## src/rtl/playfair_digraph_cipher_unit_defines.svh

```systemverilog
// Assertion macros shared by the RTL of the cipher unit.
`ifndef PLAYFAIR_DIGRAPH_CIPHER_UNIT_DEFINES_SVH
`define PLAYFAIR_DIGRAPH_CIPHER_UNIT_DEFINES_SVH

// Same-cycle implication, sampled on the rising clock edge outside reset.
`define PDC_ASSERT_IMPL(lbl, ante, cons, msg) \
  lbl: assert property (@(posedge clk_i) disable iff (!rst_ni) (ante) |-> (cons)) \
    else $error(msg);

// Next-cycle implication, sampled on the rising clock edge outside reset.
`define PDC_ASSERT_NEXT(lbl, ante, cons, msg) \
  lbl: assert property (@(posedge clk_i) disable iff (!rst_ni) (ante) |=> (cons)) \
    else $error(msg);

`endif

```

## src/rtl/pdc_pkg.sv

```systemverilog
package pdc_pkg;

  localparam int SIDE_W = 4;
  localparam int TOT_W  = 8;

  typedef struct packed {
    logic [2:0] op;
    logic [7:0] symbol;
    logic [5:0] slot;
  } in_item_t;

  typedef struct packed {
    logic [7:0] out_char;
    logic [1:0] status;
    logic       last;
  } out_item_t;

  localparam logic [2:0] OP_ALPHA  = 3'd0;
  localparam logic [2:0] OP_KEY    = 3'd1;
  localparam logic [2:0] OP_KEYEND = 3'd2;
  localparam logic [2:0] OP_MSG    = 3'd3;
  localparam logic [2:0] OP_MSGEND = 3'd4;

  localparam logic [1:0] ST_OK     = 2'd0;
  localparam logic [1:0] ST_DUP    = 2'd1;
  localparam logic [1:0] ST_ABSENT = 2'd2;
  localparam logic [1:0] ST_NOKEY  = 2'd3;

  localparam logic [1:0] REG_DIR    = 2'd0;
  localparam logic [1:0] REG_FILLER = 2'd1;
  localparam logic [1:0] REG_SIDE   = 2'd2;

  localparam logic [7:0]        RESET_FILLER = 8'd88;
  localparam logic [SIDE_W-1:0] RESET_SIDE   = 4'd5;

  localparam logic [199:0] RESET_LETTERS = "ABCDEFGHIKLMNOPQRSTUVWXYZ";
  localparam logic [7:0]   RESET_LEN     = 8'd25;

  typedef enum logic [3:0] {
    C_NONE,
    C_ACCEPT,
    C_KSCAN,
    C_BCOPY,
    C_BALPHA,
    C_BZERO,
    C_LSCAN,
    C_LRD1,
    C_LRD2,
    C_LRD3,
    C_OUT_KEY,
    C_OUT_BUILD,
    C_OUT_P1,
    C_OUT_P2
  } cmd_e;

  typedef struct packed {
    logic [2:0] op;
    logic       pair_go;
    logic       key_bad;
    logic       key_empty;
    logic       square_valid;
    logic       loop_end;
    logic       fill_full;
    logic       out_free;
  } dp_stat_t;

  function automatic logic [7:0] reset_letter(input logic [7:0] idx);
    logic [7:0] k;
    k = 8'd24 - idx;
    if (idx < RESET_LEN) begin
      return RESET_LETTERS[{k[4:0], 3'b000} +: 8];
    end
    return 8'h00;
  endfunction

endpackage

```

## src/rtl/pdc_ctrl.sv

```systemverilog
`include "playfair_digraph_cipher_unit_defines.svh"

module pdc_ctrl (
  input  logic              clk_i,
  input  logic              rst_ni,
  input  logic              in_valid_i,
  output logic              in_stall_o,
  input  pdc_pkg::dp_stat_t stat_i,
  output pdc_pkg::cmd_e     cmd_o
);
  import pdc_pkg::*;

  typedef enum logic [12:0] {
    S_IDLE   = 13'b0000000000001,
    S_DISP   = 13'b0000000000010,
    S_KSCAN  = 13'b0000000000100,
    S_KOUT   = 13'b0000000001000,
    S_BCOPY  = 13'b0000000010000,
    S_BALPHA = 13'b0000000100000,
    S_BZERO  = 13'b0000001000000,
    S_BOUT   = 13'b0000010000000,
    S_LSCAN  = 13'b0000100000000,
    S_LRD1   = 13'b0001000000000,
    S_LRD2   = 13'b0010000000000,
    S_LRD3   = 13'b0100000000000,
    S_OUT1   = 13'b1000000000000
  } state_e;

  state_e state_q, state_d;
  logic   out2_q, out2_d;

  always_comb begin
    state_d    = state_q;
    out2_d     = out2_q;
    cmd_o      = C_NONE;
    in_stall_o = 1'b1;
    unique case (state_q)
      S_IDLE: begin
        in_stall_o = 1'b0;
        if (in_valid_i) begin
          cmd_o   = C_ACCEPT;
          state_d = S_DISP;
        end
      end
      S_DISP: begin
        if (stat_i.op == OP_KEY) begin
          state_d = S_KSCAN;
        end else if (stat_i.op == OP_KEYEND) begin
          if (stat_i.key_bad) begin
            state_d = S_BOUT;
          end else if (stat_i.key_empty) begin
            state_d = S_BALPHA;
          end else begin
            state_d = S_BCOPY;
          end
        end else if ((stat_i.op == OP_MSG || stat_i.op == OP_MSGEND) && stat_i.pair_go) begin
          state_d = stat_i.square_valid ? S_LSCAN : S_OUT1;
        end else begin
          state_d = S_IDLE;
        end
      end
      S_KSCAN: begin
        cmd_o = C_KSCAN;
        if (stat_i.loop_end) begin
          state_d = S_KOUT;
        end
      end
      S_KOUT: begin
        if (stat_i.out_free) begin
          cmd_o   = C_OUT_KEY;
          state_d = S_IDLE;
        end
      end
      S_BCOPY: begin
        cmd_o = C_BCOPY;
        if (stat_i.loop_end) begin
          state_d = S_BALPHA;
        end
      end
      S_BALPHA: begin
        cmd_o = C_BALPHA;
        if (stat_i.loop_end) begin
          state_d = S_BZERO;
        end
      end
      S_BZERO: begin
        cmd_o = C_BZERO;
        if (stat_i.fill_full) begin
          state_d = S_BOUT;
        end
      end
      S_BOUT: begin
        if (stat_i.out_free) begin
          cmd_o   = C_OUT_BUILD;
          state_d = S_IDLE;
        end
      end
      S_LSCAN: begin
        cmd_o = C_LSCAN;
        if (stat_i.loop_end) begin
          state_d = S_LRD1;
        end
      end
      S_LRD1: begin
        cmd_o   = C_LRD1;
        state_d = S_LRD2;
      end
      S_LRD2: begin
        cmd_o   = C_LRD2;
        state_d = S_LRD3;
      end
      S_LRD3: begin
        cmd_o   = C_LRD3;
        state_d = S_OUT1;
      end
      S_OUT1: begin
        if (stat_i.out_free) begin
          if (out2_q) begin
            cmd_o   = C_OUT_P2;
            out2_d  = 1'b0;
            state_d = S_IDLE;
          end else begin
            cmd_o  = C_OUT_P1;
            out2_d = 1'b1;
          end
        end
      end
      default: state_d = S_IDLE;
    endcase
  end

  always_ff @(posedge clk_i or negedge rst_ni) begin
    if (!rst_ni) begin
      state_q <= S_IDLE;
      out2_q  <= 1'b0;
    end else begin
      state_q <= state_d;
      out2_q  <= out2_d;
    end
  end

  `PDC_ASSERT_NEXT(a_disp_after_accept, cmd_o == C_ACCEPT, state_q == S_DISP, "accept not followed by dispatch")
  `PDC_ASSERT_IMPL(a_build_good_key, state_q == S_BZERO, !stat_i.key_bad, "square built from a bad key")
  `PDC_ASSERT_NEXT(a_second_char, cmd_o == C_OUT_P1, state_q == S_OUT1 && out2_q, "second pair character lost")

endmodule

```

## src/rtl/pdc_dp.sv

```systemverilog
`include "playfair_digraph_cipher_unit_defines.svh"

module pdc_dp #(
  parameter int MAX_SIDE = 8
) (
  input  logic                       clk_i,
  input  logic                       rst_ni,
  input  pdc_pkg::cmd_e              cmd_i,
  input  pdc_pkg::in_item_t          in_item_i,
  input  logic                       dir_i,
  input  logic [7:0]                 filler_i,
  input  logic [pdc_pkg::SIDE_W-1:0] side_i,
  input  logic                       out_stall_i,
  output logic                       out_valid_o,
  output pdc_pkg::out_item_t         out_item_o,
  output pdc_pkg::dp_stat_t          stat_o
);
  import pdc_pkg::*;

  localparam int CAP = MAX_SIDE * MAX_SIDE;
  localparam int AW  = $clog2(CAP);
  localparam int CW  = $clog2(CAP + 1);
  localparam logic [TOT_W-1:0]  CAP_T  = TOT_W'(CAP);
  localparam logic [SIDE_W-1:0] SIDE_M = SIDE_W'(MAX_SIDE);

  logic [7:0] alpha_mem [CAP];
  logic [7:0] key_mem   [CAP];
  logic [7:0] sq_mem    [CAP];

  in_item_t           item_q;
  logic [AW-1:0]      idx_q;
  logic               ph_q;
  logic [CAP-1:0]     alpha_vld_q;
  logic [7:0]         alpha_rd_q, alpha_rst_q, key_rd_q, sq_rd_q;
  logic               alpha_vrd_q;
  logic [CW-1:0]      kcount_q, fill_q;
  logic               kbad_q, dup_q, full_q, found_q;
  logic [255:0]       kmap_q;
  logic               sq_valid_q;
  logic [SIDE_W-1:0]  bside_q;
  logic [7:0]         held_q, half_q, pa_q, pb_q, ch1_q, ch2_q;
  logic               held_vld_q, half_vld_q, pgo_q, plast_q;
  logic               hit_a_q, hit_b_q;
  logic [SIDE_W-1:0]  ra_q, ca_q, rb_q, cb_q, r_q, c_q;
  logic               out_valid_q;
  out_item_t          out_q;

  logic [SIDE_W-1:0]  cur_side, step, r1, c1, r2, c2;
  logic [TOT_W-1:0]   cur_total, built_total, lim;
  logic [7:0]         alpha_data;
  logic               stepping, loop_end, fill_full, out_free;
  logic [AW-1:0]      sq_raddr, addr1, addr2;
  logic               sq_we;
  logic [7:0]         sq_wdata;
  logic [1:0]         key_st, pair_st;
  logic [7:0]         m_held, m_half, m_pa, m_pb;
  logic               m_hv, m_hfv, m_go, m_last;

  function automatic logic [SIDE_W-1:0] wrap_add(input logic [SIDE_W-1:0] v,
                                                 input logic [SIDE_W-1:0] inc,
                                                 input logic [SIDE_W-1:0] s);
    logic [SIDE_W:0] t;
    t = {1'b0, v} + {1'b0, inc};
    if (t >= {1'b0, s}) begin
      t = t - {1'b0, s};
    end
    return t[SIDE_W-1:0];
  endfunction

  assign cur_side    = (side_i == '0) ? SIDE_W'(1) : ((side_i > SIDE_M) ? SIDE_M : side_i);
  assign cur_total   = TOT_W'(cur_side) * TOT_W'(cur_side);
  assign built_total = TOT_W'(bside_q) * TOT_W'(bside_q);
  assign alpha_data  = alpha_vrd_q ? alpha_rd_q : alpha_rst_q;

  always_comb begin
    unique case (cmd_i)
      C_BCOPY: lim = TOT_W'(kcount_q);
      C_LSCAN: lim = built_total;
      default: lim = cur_total;
    endcase
  end

  assign stepping  = (cmd_i == C_KSCAN) || (cmd_i == C_BCOPY) ||
                     (cmd_i == C_BALPHA) || (cmd_i == C_LSCAN);
  assign loop_end  = ph_q && (TOT_W'(idx_q) == lim - TOT_W'(1));
  assign fill_full = TOT_W'(fill_q) >= cur_total;
  assign out_free  = !out_valid_q || !out_stall_i;

  assign step = dir_i ? bside_q - SIDE_W'(1) : SIDE_W'(1);

  always_comb begin
    r1 = ra_q;
    c1 = ca_q;
    r2 = rb_q;
    c2 = cb_q;
    if (ra_q == rb_q) begin
      c1 = wrap_add(ca_q, step, bside_q);
      c2 = wrap_add(cb_q, step, bside_q);
    end else if (ca_q == cb_q) begin
      r1 = wrap_add(ra_q, step, bside_q);
      r2 = wrap_add(rb_q, step, bside_q);
    end else begin
      c1 = cb_q;
      c2 = ca_q;
    end
  end

  assign addr1 = AW'(TOT_W'(r1) * TOT_W'(bside_q) + TOT_W'(c1));
  assign addr2 = AW'(TOT_W'(r2) * TOT_W'(bside_q) + TOT_W'(c2));

  always_comb begin
    unique case (cmd_i)
      C_LRD1:  sq_raddr = addr1;
      C_LRD2:  sq_raddr = addr2;
      default: sq_raddr = idx_q;
    endcase
  end

  always_comb begin
    sq_we    = 1'b0;
    sq_wdata = 8'h00;
    unique case (cmd_i)
      C_BCOPY: begin
        sq_we    = ph_q && !fill_full;
        sq_wdata = key_rd_q;
      end
      C_BALPHA: begin
        sq_we    = ph_q && !fill_full && !kmap_q[alpha_data];
        sq_wdata = alpha_data;
      end
      C_BZERO: sq_we = !fill_full;
      default: sq_we = 1'b0;
    endcase
  end

  always_comb begin
    m_held = held_q;
    m_hv   = held_vld_q;
    m_half = half_q;
    m_hfv  = half_vld_q;
    m_go   = 1'b0;
    m_last = 1'b0;
    m_pa   = 8'h00;
    m_pb   = 8'h00;
    if (in_item_i.op == OP_MSG) begin
      if (held_vld_q) begin
        if (half_vld_q) begin
          m_go = 1'b1;
          m_pa = half_q;
          m_pb = held_q;
          if (held_q == in_item_i.symbol) begin
            m_half = filler_i;
            m_hfv  = 1'b1;
          end else begin
            m_hfv = 1'b0;
          end
        end else if (held_q == in_item_i.symbol) begin
          m_go  = 1'b1;
          m_pa  = held_q;
          m_pb  = filler_i;
          m_hfv = 1'b0;
        end else begin
          m_half = held_q;
          m_hfv  = 1'b1;
        end
      end
      m_held = in_item_i.symbol;
      m_hv   = 1'b1;
    end else if (in_item_i.op == OP_MSGEND) begin
      m_last = 1'b1;
      if (held_vld_q) begin
        m_go = 1'b1;
        m_pa = half_vld_q ? half_q : held_q;
        m_pb = half_vld_q ? held_q : filler_i;
      end else if (half_vld_q) begin
        m_go = 1'b1;
        m_pa = half_q;
        m_pb = filler_i;
      end
      m_held = 8'h00;
      m_hv   = 1'b0;
      m_half = 8'h00;
      m_hfv  = 1'b0;
    end
  end

  always_comb begin
    key_st = dup_q ? ST_DUP : (found_q ? ST_OK : ST_ABSENT);
    if (full_q && key_st == ST_OK) begin
      key_st = ST_DUP;
    end
  end

  assign pair_st = sq_valid_q ? ST_OK : ST_NOKEY;

  always_ff @(posedge clk_i) begin
    alpha_rd_q  <= alpha_mem[idx_q];
    alpha_rst_q <= reset_letter(8'(idx_q));
    key_rd_q    <= key_mem[idx_q];
    sq_rd_q     <= sq_mem[sq_raddr];
    if (cmd_i == C_ACCEPT && in_item_i.op == OP_ALPHA && 8'(in_item_i.slot) < CAP_T) begin
      alpha_mem[AW'(in_item_i.slot)] <= in_item_i.symbol;
    end
    if (cmd_i == C_ACCEPT && in_item_i.op == OP_KEY && TOT_W'(kcount_q) != CAP_T) begin
      key_mem[kcount_q[AW-1:0]] <= in_item_i.symbol;
    end
    if (sq_we) begin
      sq_mem[fill_q[AW-1:0]] <= sq_wdata;
    end
  end

  always_ff @(posedge clk_i or negedge rst_ni) begin
    if (!rst_ni) begin
      alpha_vrd_q <= 1'b0;
      alpha_vld_q <= '0;
    end else begin
      alpha_vrd_q <= alpha_vld_q[idx_q];
      if (cmd_i == C_ACCEPT && in_item_i.op == OP_ALPHA && 8'(in_item_i.slot) < CAP_T) begin
        alpha_vld_q[AW'(in_item_i.slot)] <= 1'b1;
      end
    end
  end

  always_ff @(posedge clk_i) begin
    if (cmd_i == C_ACCEPT) begin
      item_q <= in_item_i;
      pa_q   <= m_pa;
      pb_q   <= m_pb;
      dup_q  <= kmap_q[in_item_i.symbol];
      full_q <= TOT_W'(kcount_q) == CAP_T;
    end
    if (cmd_i == C_LSCAN && ph_q) begin
      if (!hit_a_q && sq_rd_q == pa_q) begin
        ra_q <= r_q;
        ca_q <= c_q;
      end
      if (!hit_b_q && sq_rd_q == pb_q) begin
        rb_q <= r_q;
        cb_q <= c_q;
      end
    end
    if (cmd_i == C_LRD2) begin
      ch1_q <= sq_rd_q;
    end
    if (cmd_i == C_LRD3) begin
      ch2_q <= sq_rd_q;
    end
  end

  always_ff @(posedge clk_i or negedge rst_ni) begin
    if (!rst_ni) begin
      idx_q       <= '0;
      ph_q        <= 1'b0;
      fill_q      <= '0;
      found_q     <= 1'b0;
      hit_a_q     <= 1'b0;
      hit_b_q     <= 1'b0;
      r_q         <= '0;
      c_q         <= '0;
      kcount_q    <= '0;
      kbad_q      <= 1'b0;
      kmap_q      <= '0;
      sq_valid_q  <= 1'b0;
      bside_q     <= SIDE_W'(1);
      held_q      <= 8'h00;
      held_vld_q  <= 1'b0;
      half_q      <= 8'h00;
      half_vld_q  <= 1'b0;
      pgo_q       <= 1'b0;
      plast_q     <= 1'b0;
      out_valid_q <= 1'b0;
      out_q       <= '0;
    end else begin
      if (stepping) begin
        if (ph_q) begin
          idx_q <= loop_end ? '0 : idx_q + AW'(1);
        end
        ph_q <= !ph_q;
      end
      if (sq_we) begin
        fill_q <= fill_q + CW'(1);
      end
      if (cmd_i == C_KSCAN && ph_q && alpha_data == item_q.symbol) begin
        found_q <= 1'b1;
      end
      if (cmd_i == C_LSCAN && ph_q) begin
        if (!hit_a_q && sq_rd_q == pa_q) begin
          hit_a_q <= 1'b1;
        end
        if (!hit_b_q && sq_rd_q == pb_q) begin
          hit_b_q <= 1'b1;
        end
        if (c_q == bside_q - SIDE_W'(1)) begin
          c_q <= '0;
          r_q <= r_q + SIDE_W'(1);
        end else begin
          c_q <= c_q + SIDE_W'(1);
        end
      end
      if (cmd_i == C_ACCEPT) begin
        idx_q   <= '0;
        ph_q    <= 1'b0;
        fill_q  <= '0;
        found_q <= 1'b0;
        hit_a_q <= 1'b0;
        hit_b_q <= 1'b0;
        r_q     <= '0;
        c_q     <= '0;
        pgo_q   <= m_go;
        plast_q <= m_last;
        held_q     <= m_held;
        held_vld_q <= m_hv;
        half_q     <= m_half;
        half_vld_q <= m_hfv;
        if (in_item_i.op == OP_KEY && TOT_W'(kcount_q) != CAP_T) begin
          kcount_q                   <= kcount_q + CW'(1);
          kmap_q[in_item_i.symbol]   <= 1'b1;
        end
      end
      unique case (cmd_i)
        C_OUT_KEY: begin
          out_valid_q <= 1'b1;
          out_q       <= '{out_char: 8'h00, status: key_st, last: 1'b0};
          if (key_st != ST_OK) begin
            kbad_q <= 1'b1;
          end
        end
        C_OUT_BUILD: begin
          out_valid_q <= 1'b1;
          if (kbad_q) begin
            out_q      <= '{out_char: 8'h00, status: ST_NOKEY, last: 1'b0};
            sq_valid_q <= 1'b0;
          end else begin
            out_q      <= '{out_char: 8'h00, status: ST_OK, last: 1'b0};
            sq_valid_q <= 1'b1;
            bside_q    <= cur_side;
          end
          kcount_q <= '0;
          kbad_q   <= 1'b0;
          kmap_q   <= '0;
        end
        C_OUT_P1: begin
          out_valid_q <= 1'b1;
          out_q <= '{out_char: (sq_valid_q && hit_a_q && hit_b_q) ? ch1_q : pa_q,
                     status: pair_st, last: 1'b0};
        end
        C_OUT_P2: begin
          out_valid_q <= 1'b1;
          out_q <= '{out_char: (sq_valid_q && hit_a_q && hit_b_q) ? ch2_q : pb_q,
                     status: pair_st, last: plast_q};
        end
        default: begin
          if (out_free) begin
            out_valid_q <= 1'b0;
          end
        end
      endcase
    end
  end

  assign out_valid_o = out_valid_q;
  assign out_item_o  = out_q;

  assign stat_o = '{op: item_q.op, pair_go: pgo_q, key_bad: kbad_q,
                    key_empty: (kcount_q == '0), square_valid: sq_valid_q,
                    loop_end: loop_end, fill_full: fill_full, out_free: out_free};

  `PDC_ASSERT_IMPL(a_load_when_free, cmd_i == C_OUT_KEY || cmd_i == C_OUT_BUILD || cmd_i == C_OUT_P1 || cmd_i == C_OUT_P2, out_free, "result loaded over a waiting one")
  `PDC_ASSERT_IMPL(a_key_count_cap, 1'b1, TOT_W'(kcount_q) <= CAP_T, "key count beyond capacity")
  `PDC_ASSERT_IMPL(a_fill_cap, 1'b1, TOT_W'(fill_q) <= CAP_T, "square fill beyond capacity")

endmodule

```

## src/rtl/playfair_digraph_cipher_unit.sv

```systemverilog
// Playfair digraph cipher unit.
// Input channel (in_valid_i / in_stall_o) carries one item per transfer: an
// alphabet write, a key character, a key end, a message character or a message
// end. Output channel (out_valid_o / out_stall_i) carries one result per transfer.
// The user must write direction, filler character and square side through the APB
// port only while the unit is idle; the unit itself does not enforce this.
// Work per item, with T the side squared, K the stored key length and Z the
// zero-filled square entries: an alphabet write is stored directly; a key
// character is looked up in the T alphabet entries; a key end copies the K key
// characters, then adds the T alphabet entries not in the key and Z zero fills
// (none of these with a bad key); a message item that completes a pair searches
// the built square for both characters, entry by entry, when the square is valid.
// One item is processed at a time; a result sits in the output register, so the
// next item is taken while it waits, but a new result waits for it to leave.
// When the receiver stalls, the output holds and the unit stops at its next result.
// Reset restores the default alphabet and registers, clears the key and leaves
// no valid square.
module playfair_digraph_cipher_unit #(
  parameter int MAX_SIDE = 8
) (
  input  logic               clk_i,
  input  logic               rst_ni,
  input  logic               in_valid_i,
  output logic               in_stall_o,
  input  pdc_pkg::in_item_t  in_item_i,
  output logic               out_valid_o,
  input  logic               out_stall_i,
  output pdc_pkg::out_item_t out_item_o,
  input  logic               psel,
  input  logic               penable,
  input  logic               pwrite,
  input  logic [3:0]         paddr,
  input  logic [31:0]        pwdata,
  output logic [31:0]        prdata,
  output logic               pready
);
  import pdc_pkg::*;

  logic              dir_q;
  logic [7:0]        filler_q;
  logic [SIDE_W-1:0] side_q;
  cmd_e              cmd;
  dp_stat_t          stat;

  assign pready = 1'b1;

  always_ff @(posedge clk_i or negedge rst_ni) begin
    if (!rst_ni) begin
      dir_q    <= 1'b0;
      filler_q <= RESET_FILLER;
      side_q   <= RESET_SIDE;
    end else if (psel && penable && pwrite) begin
      unique case (paddr[3:2])
        REG_DIR:    dir_q    <= pwdata[0];
        REG_FILLER: filler_q <= pwdata[7:0];
        REG_SIDE:   side_q   <= pwdata[SIDE_W-1:0];
        default: begin
        end
      endcase
    end
  end

  always_comb begin
    unique case (paddr[3:2])
      REG_DIR:    prdata = {31'b0, dir_q};
      REG_FILLER: prdata = {24'b0, filler_q};
      REG_SIDE:   prdata = {{(32 - SIDE_W){1'b0}}, side_q};
      default:    prdata = 32'b0;
    endcase
  end

  pdc_ctrl u_ctrl (
    .clk_i      (clk_i),
    .rst_ni     (rst_ni),
    .in_valid_i (in_valid_i),
    .in_stall_o (in_stall_o),
    .stat_i     (stat),
    .cmd_o      (cmd)
  );

  pdc_dp #(
    .MAX_SIDE (MAX_SIDE)
  ) u_dp (
    .clk_i       (clk_i),
    .rst_ni      (rst_ni),
    .cmd_i       (cmd),
    .in_item_i   (in_item_i),
    .dir_i       (dir_q),
    .filler_i    (filler_q),
    .side_i      (side_q),
    .out_stall_i (out_stall_i),
    .out_valid_o (out_valid_o),
    .out_item_o  (out_item_o),
    .stat_o      (stat)
  );

endmodule
```

## config.mk

```make
export PLATFORM = sky130hd
export DESIGN_NAME = playfair_digraph_cipher_unit
export DESIGN_NICKNAME = d
export VERILOG_FILES = /design/src/rtl/pdc_pkg.sv /design/src/rtl/pdc_ctrl.sv /design/src/rtl/pdc_dp.sv /design/src/rtl/playfair_digraph_cipher_unit.sv
export VERILOG_INCLUDE_DIRS = /design/src /design/src/rtl
export SDC_FILE = /design/constraint.sdc
export NUM_CORES = 2
export LEC_CHECK = 0
export ABC_AREA = 1
export BUFFER_PORTS_ARGS = -buffer_cell sky130_fd_sc_hd__clkbuf_2
export CAP_MARGIN = 10
export CELL_PAD_IN_SITES_DETAIL_PLACEMENT = 1
export CELL_PAD_IN_SITES_GLOBAL_PLACEMENT = 1
export CORE_MARGIN = 8
export CORE_UTILIZATION = 30
export CTS_BUF_LIST = sky130_fd_sc_hd__clkbuf_8 sky130_fd_sc_hd__clkbuf_16
export CTS_CLUSTER_SIZE = 16
export DETAILED_ROUTE_END_ITERATION = 12
export HOLD_SLACK_MARGIN = 0.12
export PLACE_DENSITY_LB_ADDON = 0.05
export SKIP_LAST_GASP = 1
export SLEW_MARGIN = 10
export SYNTH_ARGS = -nofsm -noshare
export SYNTH_HDL_FRONTEND = slang
export SYNTH_SLANG_ARGS = --single-unit
```

## constraint.sdc

```tcl
create_clock -name clk_i -period 9.89 [get_ports clk_i]
set_clock_uncertainty 0.2 [all_clocks]
set_input_delay 0.4945 -clock clk_i [delete_from_list [all_inputs] [get_ports clk_i]]
set_output_delay 0.4945 -clock clk_i [all_outputs]
set_load 0.1 [all_outputs]
```

==> results.cfg <==
[clocking]
cts_buffers = 242
cts_resized = 0
clkSinkCount = 2045
cts.clk_slew.worst_paths_ps = 70
htree_levels = 4
cts_max_path_buffers = 4
cts_tree = built
clk_latency_ps = 900
clock-root-buffer = clkbuf_16

[floorplanning]
core_area_um2 = 302000
die_w_um = 567
rows = 202
die_area_um2 = 321000
ios = 106
die_y_um = 567
start_util_pct = 30.1

[grt]
grt_pass1_wl_mm = 496
overflow = 0
grt_usage_pct = 20.5
grt_max_degree = 190
grt_pass1_vias = 68000
antenna_found_initial = 7

[power_and_ir_drop]
power.leakage_nw = 37.5
vdd_drop_max_mv = 0.140
p_per_area_nw_per_um2 = 214
finalPower_mw = 22.2

[worst_setup_path]
ff2ff_path_depth = 39
endpoint_kind = register
critPathMaxFanout = 25
critPathArrivalTime_ps = 9210
worstSetupPathType = reg2reg
r2r_setup_slack_ps = 1330
slowest_delay_ps = 880
critPathSlowestCell = inv_1
timing.rr.start = u_dp.bside_q[0]
cp_data_required_time_ps = 10540
r2r-end = u_dp.sq_rd_q[5]
cpMostUsedCell = nand2_1
crit_path_start_kind = register

[min_path]
hp-class = in2async

[sta]
tightest_slew_ps = 1230
holdWs_ps = 163
tns_ps = 0
setup_viol = 0
relSlewSlack_pct = 18.0
period_share_pct = 86.5
period_needed_ps = 8560
fmaxAchievable_mhz = 117
rsz0062_at_grt = no
slew_violations = 0
hold_violations = 0

[drt]
vias = 65900
wire_per_inst_um = 27.1
viasPerCell = 5.24
drt_iter0_drc = 4330
routed.top_layer = met4
finalWirelength_mm = 341
drt_first_pass_iters = 5
wl_met1_mm = 164
drtAntennaViolNets = 0
dr_wl_met3_mm = 10.1
met2_length_mm = 159
drc_errors = 0

[synthesis]
yosysMostFrequentCell = edfxtp_1
netlist_area_um2 = 91000
syn_area_per_cell_um2 = 10.8
synth_top_area_share_pct = 52.7
synth_edf_count = 1597
synth_largest_area_cell = edfxtp_1
yosys_warnings = 0
synth_common_cells = edfxtp_1 (1597), o21ai_0 (976), nor2_1 (919)
ys_async_sr_fraction_pct = 20.4
synth_cell_type_count = 68
synth_sequential_area_ratio_pct = 64.9
synthCells = 8443
ys.flop_type = edfxtp_1
synth.ff_latch_count = 2045
synth_area_leaders = edfxtp_1 (53%), dfrtp_1 (11%), o21ai_0 (5.4%)

[run]
max_cap_viol_count = 0

[place]
hpwl_mm = 202
place_area_um2 = 95700
place_congestion = 0.781
io_buffers = 54

[finish]
drive_above_1_share_pct = 8.47
fillCellCount = 33000
fin_nets = 8537
syn_to_final_growth_pct = 14.3
final_core_util_pct = 34.4
final_area_um2 = 104000

[status]
status = finished clean
-- registers in the layout (all words and copies together) (netlist names), 11 cells and up --
signal / flops
u_dp.out_item_o: 11
u_dp.kmap_q: 256
u_ctrl.state_q: 13
u_dp.key_mem: 512
u_dp.alpha_vld_q: 64
u_dp.alpha_mem: 512
u_dp.sq_mem: 512
-- cells by family (layout without fill, tap and decap cells) --
kind of cell,after synthesis,count (layout),synth area share (%)
compound gates,2440,2440,15.3
simple gates,2478,2478,11.9
flops,2045,2045,64.9
fa+ha+maj,93,93,1.41
other cells,2,33,0.00826
buf+inv,1326,1451,5.87
mux,3,3,0.0330
xor+xnor,56,56,0.539
-- placed cells by master, fill, tap and decap left out, types with 48 or more instances in the layout --
cell type	synthesis	layout
buf_4	35	137
nand2_1	764	760
a21oi_1	555	553
o211ai_1	238	238
dlygate4sd3_1	0	48
nand4_1	104	104
o21ai_0	976	965
clkinv_1	15	62
edfxtp_1	1597	1597
ha_1	77	77
nand3_1	531	531
o21ai_1	131	130
o22ai_1	339	339
nor2_1	919	895
inv_1	714	778
dfrtp_1	411	407
o221ai_1	118	118
clkbuf_16	0	244
-- through the flow --
stage | setup slack [ps] | std cells
after floorplan | 2920 | 8468
after global placement | 1280 | 12100
after detailed placement | 1260 | 12100
after CTS | 1230 | 12600
after global routing | 689 | 12600
final | 1330 | 12600
-- where the power goes --
part	total, mW	switching, mW	internal (mW)
combinational	3.80	2.90	0.908
sequential	9.62	0.197	9.43
clock	8.81	3.73	5.07
-- what timing repair did --
action	4_1_cts	5_1_grt
endpoints found under the setup margin	0	0
buffers inserted	0	0
endpoints found under the hold margin	482	0
hold buffers	49	0
-- per-layer routing --
layer / GRT usage (%) / vias up
met5: 0 / -
met4: 4.99 / 0
met3: 1.98 / 426
met2: 33.7 / 1051
met1: 29.2 / 34200
li1: - / 30200
-- worst max-delay path by stage --
stage / from / to / slack (ps) / cells after the start
2_1_floorplan: u_dp.bside_q[1] / u_dp.sq_rd_q[2] / 2920 / 41
3_3_place_gp: u_dp.bside_q[0] / u_dp.sq_rd_q[6] / 1280 / 39
3_5_place_dp: u_dp.bside_q[0] / u_dp.sq_rd_q[6] / 1260 / 39
4_1_cts: u_dp.bside_q[0] / u_dp.sq_rd_q[6] / 1230 / 39
5_1_grt: u_dp.bside_q[0] / u_dp.sq_rd_q[6] / 690 / 39
6_report: u_dp.bside_q[0] / u_dp.sq_rd_q[5] / 1330 / 39
-- area by class of cell --
| cell class | count | area, µm² | share of cell area [%] |
|---|---|---|---|
| Antenna cell | 6 | 15.0 | 0.0144 |
| Inverter | 740 | 2800 | 2.69 |
| Multi-Input combinational cell | 5097 | 27200 | 26.1 |
| Clock inverter | 187 | 1320 | 1.27 |
| Timing Repair Buffer | 258 | 2230 | 2.14 |
| Sequential cell | 2045 | 59000 | 56.8 |
| Clock buffer | 266 | 6410 | 6.17 |
| Tap cell | 3978 | 4980 | 4.79 |
-- critical path: cells and delay by family (launching register included) --
kind	cells	cell delay, ps
adders and majority gates	7	2980
AOI/OAI and AO/OA	7	1550
xor gates and xnor gates	1	180
buffers and inverters	9	1540
and+or+nand+nor	15	1530
DFF	1	530
(Power assumes the default switching activity.)
